### src/rtl/h2r_pkg.sv
// Shared constants and types for the HSV to RGB converter.
`timescale 1ns / 1ps
package h2r_pkg;

    localparam int HueW  = 16;
    localparam int ChanW = 8;
    localparam int TickW = 11;

    localparam logic [TickW-1:0] RAMP       = 11'd255;
    localparam logic [TickW-1:0] TICKS_FULL = 11'd1530;
    localparam logic [TickW-1:0] HUE_MUL    = 11'd1530;
    localparam logic [HueW+TickW-1:0] HUE_ROUND = 27'd32768;

    typedef struct packed {
        logic [ChanW-1:0] red;
        logic [ChanW-1:0] green;
        logic [ChanW-1:0] blue;
    } t_rgb8;

endpackage

### src/rtl/hsv_to_rgb_888.sv
// Top level of the HSV to RGB converter, 8 bits per channel.
//
// Input channel: i_valid / o_ready with i_hue (16 bits, full circle),
// i_saturation and i_brightness (8 bits each). Output channel:
// o_valid / i_ready with o_red, o_green and o_blue (8 bits each).
// An item moves on a rising edge where its valid and ready are high.
// Every input item gives exactly one output item, in order.
// From input acceptance to output valid, an item passes the registered stages
// hue scaling, segment decode, saturation scaling and brightness scaling.
// Throughput is one item per cycle while i_ready is high; each stage holds its own valid bit.
// When the receiver drops i_ready, the output register holds its item
// and bubbles in the pipe are filled first; o_ready falls only once
// every stage is occupied, so no item is lost or repeated.
// Synchronous active-low reset clears all valid bits; the pipe is empty
// and ready for input as soon as reset is released.
`timescale 1ns / 1ps
module hsv_to_rgb_888
    import h2r_pkg::*;
(
    input  logic             i_clk,
    input  logic             i_rst_n,
    input  logic             i_valid,
    output logic             o_ready,
    input  logic [HueW-1:0]  i_hue,
    input  logic [ChanW-1:0] i_saturation,
    input  logic [ChanW-1:0] i_brightness,
    output logic             o_valid,
    input  logic             i_ready,
    output logic [ChanW-1:0] o_red,
    output logic [ChanW-1:0] o_green,
    output logic [ChanW-1:0] o_blue
);

    logic             w_mid_valid;
    logic             w_mid_ready;
    t_rgb8            w_mid_rgb;
    logic [ChanW-1:0] w_mid_sat;
    logic [ChanW-1:0] w_mid_val;
    t_rgb8            w_out_rgb;

    h2r_hue_seg u_hue_seg (
        .i_clk   (i_clk),
        .i_rst_n (i_rst_n),
        .i_valid (i_valid),
        .o_ready (o_ready),
        .i_hue   (i_hue),
        .i_sat   (i_saturation),
        .i_val   (i_brightness),
        .o_valid (w_mid_valid),
        .i_ready (w_mid_ready),
        .o_rgb   (w_mid_rgb),
        .o_sat   (w_mid_sat),
        .o_val   (w_mid_val)
    );

    h2r_sat_val u_sat_val (
        .i_clk   (i_clk),
        .i_rst_n (i_rst_n),
        .i_valid (w_mid_valid),
        .o_ready (w_mid_ready),
        .i_rgb   (w_mid_rgb),
        .i_sat   (w_mid_sat),
        .i_val   (w_mid_val),
        .o_valid (o_valid),
        .i_ready (i_ready),
        .o_rgb   (w_out_rgb)
    );

    assign o_red   = w_out_rgb.red;
    assign o_green = w_out_rgb.green;
    assign o_blue  = w_out_rgb.blue;

endmodule

### src/rtl/h2r_hue_seg.sv
// Hue scaling to the tick circle and segment decode to a full-saturation color.
`timescale 1ns / 1ps
module h2r_hue_seg
    import h2r_pkg::*;
(
    input  logic             i_clk,
    input  logic             i_rst_n,
    input  logic             i_valid,
    output logic             o_ready,
    input  logic [HueW-1:0]  i_hue,
    input  logic [ChanW-1:0] i_sat,
    input  logic [ChanW-1:0] i_val,
    output logic             o_valid,
    input  logic             i_ready,
    output t_rgb8            o_rgb,
    output logic [ChanW-1:0] o_sat,
    output logic [ChanW-1:0] o_val
);

    logic                  r_v1;
    logic [TickW-1:0]      r_t1;
    logic [ChanW-1:0]      r_s1;
    logic [ChanW-1:0]      r_b1;
    logic                  r_v2;
    t_rgb8                 r_rgb2;
    logic [ChanW-1:0]      r_s2;
    logic [ChanW-1:0]      r_b2;

    logic                  w_adv1;
    logic                  w_adv2;
    logic [HueW+TickW-1:0] w_prod;
    logic [HueW+TickW-1:0] w_sum;
    logic [TickW-1:0]      n_t1;
    t_rgb8                 n_rgb2;
    logic [TickW-1:0]      w_dn;

    assign w_adv2  = !r_v2 || i_ready;
    assign w_adv1  = !r_v1 || w_adv2;
    assign o_ready = w_adv1;

    assign w_prod = (HueW+TickW)'(i_hue) * (HueW+TickW)'(HUE_MUL);
    assign w_sum  = w_prod + HUE_ROUND;
    assign n_t1   = w_sum[HueW+TickW-1:HueW];

    always_comb begin
        n_rgb2 = '0;
        w_dn   = '0;
        if (r_t1 < RAMP) begin
            n_rgb2.red   = 8'd255;
            n_rgb2.green = r_t1[ChanW-1:0];
        end else if (r_t1 < 11'd510) begin
            w_dn         = 11'd510 - r_t1;
            n_rgb2.red   = w_dn[ChanW-1:0];
            n_rgb2.green = 8'd255;
        end else if (r_t1 < 11'd765) begin
            w_dn         = r_t1 - 11'd510;
            n_rgb2.green = 8'd255;
            n_rgb2.blue  = w_dn[ChanW-1:0];
        end else if (r_t1 < 11'd1020) begin
            w_dn         = 11'd1020 - r_t1;
            n_rgb2.green = w_dn[ChanW-1:0];
            n_rgb2.blue  = 8'd255;
        end else if (r_t1 < 11'd1275) begin
            w_dn         = r_t1 - 11'd1020;
            n_rgb2.red   = w_dn[ChanW-1:0];
            n_rgb2.blue  = 8'd255;
        end else if (r_t1 < TICKS_FULL) begin
            w_dn         = TICKS_FULL - r_t1;
            n_rgb2.red   = 8'd255;
            n_rgb2.blue  = w_dn[ChanW-1:0];
        end else begin
            n_rgb2.red   = 8'd255;
        end
    end

    always_ff @(posedge i_clk) begin
        if (!i_rst_n) begin
            r_v1 <= 1'b0;
            r_v2 <= 1'b0;
        end else begin
            if (w_adv1) begin
                r_v1 <= i_valid;
            end
            if (w_adv2) begin
                r_v2 <= r_v1;
            end
        end
    end

    always_ff @(posedge i_clk) begin
        if (w_adv1 && i_valid) begin
            r_t1 <= n_t1;
            r_s1 <= i_sat;
            r_b1 <= i_val;
        end
        if (w_adv2 && r_v1) begin
            r_rgb2 <= n_rgb2;
            r_s2   <= r_s1;
            r_b2   <= r_b1;
        end
    end

    assign o_valid = r_v2;
    assign o_rgb   = r_rgb2;
    assign o_sat   = r_s2;
    assign o_val   = r_b2;

endmodule

### src/rtl/h2r_sat_val.sv
// Saturation and brightness scaling of the three channels.
`timescale 1ns / 1ps
module h2r_sat_val
    import h2r_pkg::*;
(
    input  logic             i_clk,
    input  logic             i_rst_n,
    input  logic             i_valid,
    output logic             o_ready,
    input  t_rgb8            i_rgb,
    input  logic [ChanW-1:0] i_sat,
    input  logic [ChanW-1:0] i_val,
    output logic             o_valid,
    input  logic             i_ready,
    output t_rgb8            o_rgb
);

    logic               r_v3;
    logic [ChanW:0]     r_xr;
    logic [ChanW:0]     r_xg;
    logic [ChanW:0]     r_xb;
    logic [ChanW:0]     r_vp1;
    logic               r_v4;
    t_rgb8              r_rgb4;

    logic               w_adv3;
    logic               w_adv4;
    logic [ChanW:0]     w_sp1;
    logic [ChanW:0]     w_ns;
    logic [2*ChanW:0]   w_pr;
    logic [2*ChanW:0]   w_pg;
    logic [2*ChanW:0]   w_pb;
    logic [ChanW:0]     n_xr;
    logic [ChanW:0]     n_xg;
    logic [ChanW:0]     n_xb;
    logic [2*ChanW+1:0] w_qr;
    logic [2*ChanW+1:0] w_qg;
    logic [2*ChanW+1:0] w_qb;
    t_rgb8              n_rgb4;

    assign w_adv4  = !r_v4 || i_ready;
    assign w_adv3  = !r_v3 || w_adv4;
    assign o_ready = w_adv3;

    assign w_sp1 = (ChanW+1)'(i_sat) + (ChanW+1)'(1);
    assign w_ns  = (ChanW+1)'(8'd255 - i_sat);
    assign w_pr  = (2*ChanW+1)'(i_rgb.red)   * (2*ChanW+1)'(w_sp1);
    assign w_pg  = (2*ChanW+1)'(i_rgb.green) * (2*ChanW+1)'(w_sp1);
    assign w_pb  = (2*ChanW+1)'(i_rgb.blue)  * (2*ChanW+1)'(w_sp1);
    assign n_xr  = (ChanW+1)'(w_pr[2*ChanW:ChanW]) + w_ns;
    assign n_xg  = (ChanW+1)'(w_pg[2*ChanW:ChanW]) + w_ns;
    assign n_xb  = (ChanW+1)'(w_pb[2*ChanW:ChanW]) + w_ns;

    assign w_qr = (2*ChanW+2)'(r_xr) * (2*ChanW+2)'(r_vp1);
    assign w_qg = (2*ChanW+2)'(r_xg) * (2*ChanW+2)'(r_vp1);
    assign w_qb = (2*ChanW+2)'(r_xb) * (2*ChanW+2)'(r_vp1);
    assign n_rgb4.red   = w_qr[2*ChanW-1:ChanW];
    assign n_rgb4.green = w_qg[2*ChanW-1:ChanW];
    assign n_rgb4.blue  = w_qb[2*ChanW-1:ChanW];

    always_ff @(posedge i_clk) begin
        if (!i_rst_n) begin
            r_v3 <= 1'b0;
            r_v4 <= 1'b0;
        end else begin
            if (w_adv3) begin
                r_v3 <= i_valid;
            end
            if (w_adv4) begin
                r_v4 <= r_v3;
            end
        end
    end

    always_ff @(posedge i_clk) begin
        if (w_adv3 && i_valid) begin
            r_xr  <= n_xr;
            r_xg  <= n_xg;
            r_xb  <= n_xb;
            r_vp1 <= (ChanW+1)'(i_val) + (ChanW+1)'(1);
        end
        if (w_adv4 && r_v3) begin
            r_rgb4 <= n_rgb4;
        end
    end

    assign o_valid = r_v4;
    assign o_rgb   = r_rgb4;

endmodule

### config.mk
export PLATFORM = sky130hd
export DESIGN_NAME = hsv_to_rgb_888
export DESIGN_NICKNAME = d
export VERILOG_FILES = /design/src/rtl/h2r_pkg.sv /design/src/rtl/hsv_to_rgb_888.sv /design/src/rtl/h2r_hue_seg.sv /design/src/rtl/h2r_sat_val.sv
export SDC_FILE = /design/constraint.sdc
export NUM_CORES = 1
export LEC_CHECK = 0
export ABC_AREA = 1
export BUFFER_PORTS_ARGS = -buffer_cell sky130_fd_sc_hd__buf_2
export CAP_MARGIN = 20
export CORE_UTILIZATION = 60
export CTS_CLUSTER_DIAMETER = 60
export DETAILED_ROUTE_END_ITERATION = 7
export HOLD_SLACK_MARGIN = 0.06
export PLACE_DENSITY = 0.86
export SLEW_MARGIN = 15
export SYNTH_ARGS = -nofsm -noshare
export SYNTH_HDL_FRONTEND = slang
export SYNTH_SLANG_ARGS = --single-unit
### constraint.sdc
create_clock -name i_clk -period 6.7 [get_ports i_clk]
set_input_delay 1.675 -clock i_clk [delete_from_list [all_inputs] [get_ports i_clk]]
set_output_delay 1.675 -clock i_clk [all_outputs]
set_load 0.05 [all_outputs]
---- After elaboration in Yosys (flattened, before gate mapping) ----
Cells that the tools add are included.
cells by class
  reduce and logical (&&, ||, !) cells .... 13
  multiply operators ...................... 7
  magnitude comparators ................... 6
  muxes and demuxes ....................... 10
  $add $sub $neg .......................... 12
operators by type and width
  cell                                                                             number
  8-bit 2-to-1 mux                                                                 8
  8-bit by 9-bit multiplier with 17-bit output                                     3
  9-bit by 9-bit multiplier with 16-bit output                                     3
  16-bit 2-to-1 mux                                                                2
  27-bit by 16-bit adder with 27-bit output (second input constant)                1
  9-bit adder                                                                      3
  16-bit by 10-bit multiplier with 26-bit output (second input constant)           1
  8-bit subtractor (first input constant)                                          3
  11-bit by 10-bit less-than comparator with 1-bit output (second input constant)  2
  11-bit less-than comparator (second input constant)                              2
  8-bit by 1-bit adder with 9-bit output (second input constant)                   2
  8-bit subtractor (second input constant)                                         2
  11-bit by 8-bit less-than comparator with 1-bit output (second input constant)   1
  11-bit by 9-bit less-than comparator with 1-bit output (second input constant)   1
  8-bit by 8-bit subtractor with 9-bit output (first input constant)               1
  1-bit logical AND                                                                4
  1-bit logical NOT                                                                4
  1-bit logical OR                                                                 4
  2-bit OR reduction                                                               1
storage, ports and cells
  bits of input ports ..................... 36
  word-level logic and storage cells ...... 67
  register bits ........................... 131

---- Logic depth before layout (Yosys ltp) ----
  depth after elaboration ................. 7
  mapped depth ............................ 35

---- By module ----
From an unflattened synthesis, not the netlist that was laid out.
unflattened totals
  cells, all modules ...................... 3164
  area, all modules ....................... 25044.0 µm²
modules (own cells, without submodules)
  module       cells each  times used  seq. area each (µm²)  area an instance (µm²)
  h2r_sat_val  2274        1           1841.8                17211.5
  h2r_hue_seg  890         1           2052.0                7832.5

---- Least setup slack after synthesis ----
OpenSTA, ideal clock, no wires.
  path kind ............................... input to register
  start ................................... input i_hue[7]
  end ..................................... register u_hue_seg.r_t1[7] (data pin)
  slack ................................... 400 ps
  stages on the path ...................... 24
  buffers on the path ..................... 0
  data required time ...................... 6448 ps
  arrival time ............................ 6048 ps
  setup time .............................. 252 ps
  cells stage by stage .................... inv_1 > fa_1 > inv_1 > fa_1 > fa_1 > fa_1 > inv_1 > fa_1 > inv_1 > ha_1 > nand2_1 > inv_2 > nand2_2 > nor2_2 > nand2_1 > nand3_1 > nand2_1 > nand2_1 > ha_1 > nand4_2 > nor2_4 > nand2_1 > nand2_1 > nand2_1
on the way
  longest elaborated chain between the ends .. 2
RTL lines
  element                                         line                  source
  start: declaration                              hsv_to_rgb_888.sv:24  input logic [HueW-1:0] i_hue,
  16-bit by 10-bit multiplier with 26-bit output  h2r_hue_seg.sv:41     assign w_prod = (HueW+TickW)'(i_hue) * (HueW+TickW)'(HUE_MUL);
  27-bit by 16-bit adder with 27-bit output       h2r_hue_seg.sv:42     assign w_sum = w_prod + HUE_ROUND;
  net u_hue_seg.w_sum[23]                         h2r_hue_seg.sv:32     logic [HueW+TickW-1:0] w_sum;
  end signal: assignment                          h2r_hue_seg.sv:92     r_t1 <= n_t1;
  end: declaration                                h2r_hue_seg.sv:21     logic [TickW-1:0] r_t1;
The timed path passes the listed nets, and every way through them passes these cells.
A chain may end at the register's enable or synchronous reset.

---- Worst setup path in the final report ----
  start ................................... register u_hue_seg.r_s2[1], in the netlist u_hue_seg.o_sat[1]
  end ..................................... register u_sat_val.r_xg[8] (data pin)
on the way
  longest elaborated chain between the ends .. 3
  elaborated cells between the ends (all ways) .. 4
  classes of those cells .................. add/sub (3); mul (1)
RTL lines
  element                                       line               source
  start: declaration                            h2r_hue_seg.sv:26  logic [ChanW-1:0] r_s2;
  start signal: assignment                      h2r_hue_seg.sv:98  r_s2 <= r_s1;
  8-bit by 1-bit adder with 9-bit output        h2r_sat_val.sv:45  assign w_sp1 = (ChanW+1)'(i_sat) + (ChanW+1)'(1);
  8-bit by 9-bit multiplier with 17-bit output  h2r_sat_val.sv:48  assign w_pg = (2*ChanW+1)'(i_rgb.green) * (2*ChanW+1)'(w_sp1);
  9-bit adder *                                 h2r_sat_val.sv:51  assign n_xg = (ChanW+1)'(w_pg[2*ChanW:ChanW]) + w_ns;
  net u_sat_val.n_xg[8]                         h2r_sat_val.sv:34  logic [ChanW:0] n_xg;
  end signal: assignment                        h2r_sat_val.sv:78  r_xg <= n_xg;
  end: declaration                              h2r_sat_val.sv:20  logic [ChanW:0] r_xg;
Mark *: on every way through the listed nets, which the timed path passes. The rest lies on a longest branch.

==> impl_metrics.py <==
metrics = {
    "synthesis": {
        "yosysTopAreaCell": "fa_1",
        "synth_edf_count": 127,
        "ys_top_cells_by_area": "fa_1, edfxtp_1, ha_1",
        "ys_seq_area_frac": 0.160,
        "synth_most_common_cell": "inv_1",
        "ys.warnings.count": 0,
        "async_flop_share": 0,
        "syn_area_um2": 24400,
        "syn_inst": 3021,
        "yosys_most_used_dff": "edfxtp_1",
        "syn-num-nets": 3703,
        "ys_ff_latch": 131,
        "postSynthAreaPerCell_um2": 8.08,
        "synth_cell_type_count": 54,
        "synth_commonest_cells": "inv_1, nand2_1, fa_1, ha_1, nor2_1",
        "synth_top_area_frac": 0.286,
    },
    "clock_network": {
        "ctsHoldBuffers": 0,
        "cts_tree": "built",
        "cts_inserted_buffers": 17,
        "clock_latency_ns": 0.45,
        "clkTransAtPathRegs_ns": 0.06,
        "cts_root_buf": "clkbuf_16",
        "htreeDepth": 4,
        "clockBufferDepth": 2,
        "numClockSinks": 131,
    },
    "grt": {
        "grt_pass1_vias": 20000,
        "antenna_found_initial": 0,
        "grt_pass1_wl_um": 91500,
        "grt_usage": 0.275,
        "grt-ovfl-total": 0,
        "grt_max_degree": 41,
    },
    "final_layout": {
        "antenna_cells": 0,
        "area_growth_pct": 7.30,
        "drive_above_1_share": 0.0718,
        "design_area_um2": 26200,
        "fin_nets": 3761,
        "n_fill_cell": 3076,
    },
    "run_status": {
        "status": "completed",
    },
    "worst_setup_path": {
        "critPathBufInv": 7,
        "worstPathMaxFanout": 15,
        "rrSetupSlack_ns": 0.27,
        "slowest_delay_ns": 0.54,
        "cp_slowest_cell": "fa_1",
        "worstSetupPathType": "reg2reg",
        "cp.arrival_ns": 6.62,
        "critPathRequiredTime_ns": 6.89,
        "crit_path_start_kind": "register",
        "crit_path_frequent_cell": "nand2_1",
        "cp_top_family": "adder cells",
        "cp-end-kind": "register",
    },
    "die": {
        "die_y_um": 204,
        "die_w_um": 204,
        "coreArea_um2": 39900,
        "io_pins": 62,
        "dieArea_um2": 41500,
        "fp-row-count": 73,
        "start_util": 0.611,
    },
    "sta": {
        "fmax_mhz": 156,
        "rsz0062_at_grt": "true",
        "clock_skew_ns": 0.0169,
        "min_period_over_period": 0.959,
        "tightest_slew_ns": 1.16,
        "hold_viol_final": 0,
        "fin_crit_ns": 6.43,
        "slew_violations": 0,
        "finalSetupViolCount": 0,
        "tns_ns": 0,
        "relSlewSlack": 0.228,
    },
    "drt": {
        "drt_wl_total_um": 54400,
        "vias_per_cell": 5.34,
        "ant_nets": 0,
        "drt-initial-drc-count": 1512,
        "first_pass_iters": 6,
        "drc": 0,
        "via_count": 19300,
        "wl_per_cell_um": 15.0,
    },
    "placement": {
        "gp_congestion": 0.948,
        "post-dp-hpwl_um": 44400,
        "dpl_cell_area_um2": 25400,
        "portBuffers": 61,
    },
    "worst_hold_path": {
        "hold_path_class": "reg2reg",
    },
    "run": {
        "maxCapViolCount": 0,
    },
}
final timing paths:
path / startpoint / end / cells past startpoint
worst max-delay path: u_hue_seg.o_sat[1]$_DFFE_PP_ / u_sat_val.r_xg[8]$_DFFE_PP_ / 30
worst min-delay path: u_hue_seg.r_s1[2]$_DFFE_PP_ / u_hue_seg.o_sat[2]$_DFFE_PP_ / 0
worst max register to register: u_hue_seg.o_sat[1]$_DFFE_PP_ / u_sat_val.r_xg[8]$_DFFE_PP_ / 30
worst min register to register: u_hue_seg.r_s1[2]$_DFFE_PP_ / u_hue_seg.o_sat[2]$_DFFE_PP_ / 0
worst register-to-register path: cells and delay by family, from the launching register on:
kind,cells,cell delay (ns)
fa+ha+maj,6,2.72
simple gates,10,0.97
flops,1,0.50
buf+inv,7,0.87
compound gates,7,1.12
area by class of cell:
| cell class | count | area (um^2) | share of cell area |
|---|---|---|---|
| Clock buffer | 20 | 437 | 0.0167 |
| Tap cell | 525 | 657 | 0.0251 |
| Multi-Input combinational cell | 2014 | 17300 | 0.660 |
| Inverter | 804 | 3020 | 0.115 |
| Timing Repair Buffer | 111 | 701 | 0.0268 |
| Clock inverter | 12 | 181 | 0.00693 |
| Sequential cell | 131 | 3890 | 0.149 |
flip-flops by register name (all words and copies together) (netlist names):
register           flops
u_hue_seg.r_b1         8
u_hue_seg.r_s1         8
u_sat_val.r_xr         9
u_sat_val.r_xb         9
u_sat_val.o_valid      1
u_hue_seg.r_t1        11
u_hue_seg.o_val        8
u_hue_seg.r_v1         1
u_hue_seg.o_valid      1
u_sat_val.r_v3         1
u_sat_val.r_xg         9
u_sat_val.r_vp1        9
u_sat_val.o_rgb       24
u_hue_seg.o_sat        8
u_hue_seg.o_rgb       24
repair_timing:
action / in CTS / in global routing
setup buffers: 0 / 1
setup endpoints to repair: 0 / 7
gates resized for setup: 0 / 37
logic make-up after synthesis:
family | share of synthesized area
adder cells (fa/ha/maj) | 0.439
AND/OR/NAND/NOR | 0.174
XOR/XNOR | 0.0373
AO/OA/AOI/OAI | 0.0547
buffers and inverters | 0.136
flip-flops | 0.160
cell usage in the layout (no fill, tap or decap), drive strengths merged, types with 6 or more instances in the layout:
cell type  count
inv          801
nand2        656
fa           349
ha           297
nor2         248
edfxtp       127
a21oi        114
buf          111
xor2          78
nand3         74
o21ai         72
xnor2         26
nand4         25
clkbuf        20
nor3          13
o21bai        11
clkinv        10
o211ai         6
a211oi         6
stage by stage:
stage                     cells   util  hold slack, ns  setup slack [ns]
after floorplan            3021      -           0.400             0.400
after global placement     3584  0.637           0.402             0.140
after detailed placement   3584  0.637           0.406         0.0000564
after CTS                  3616  0.653           0.422             0.159
after global routing       3617  0.656           0.429           -0.0844
final                      3617  0.656           0.424             0.273
per-layer routing:
metal / track usage / part of all wire
met1: 0.321 / 0.39
met4: 0.127 / 0.041
met2: 0.500 / 0.51
met5: 0 / 0
met3: 0.0360 / 0.058
Power is left out: the tool's default activity adds up to more than one toggle a clock period on the data nets, which glitch-free logic cannot reach.
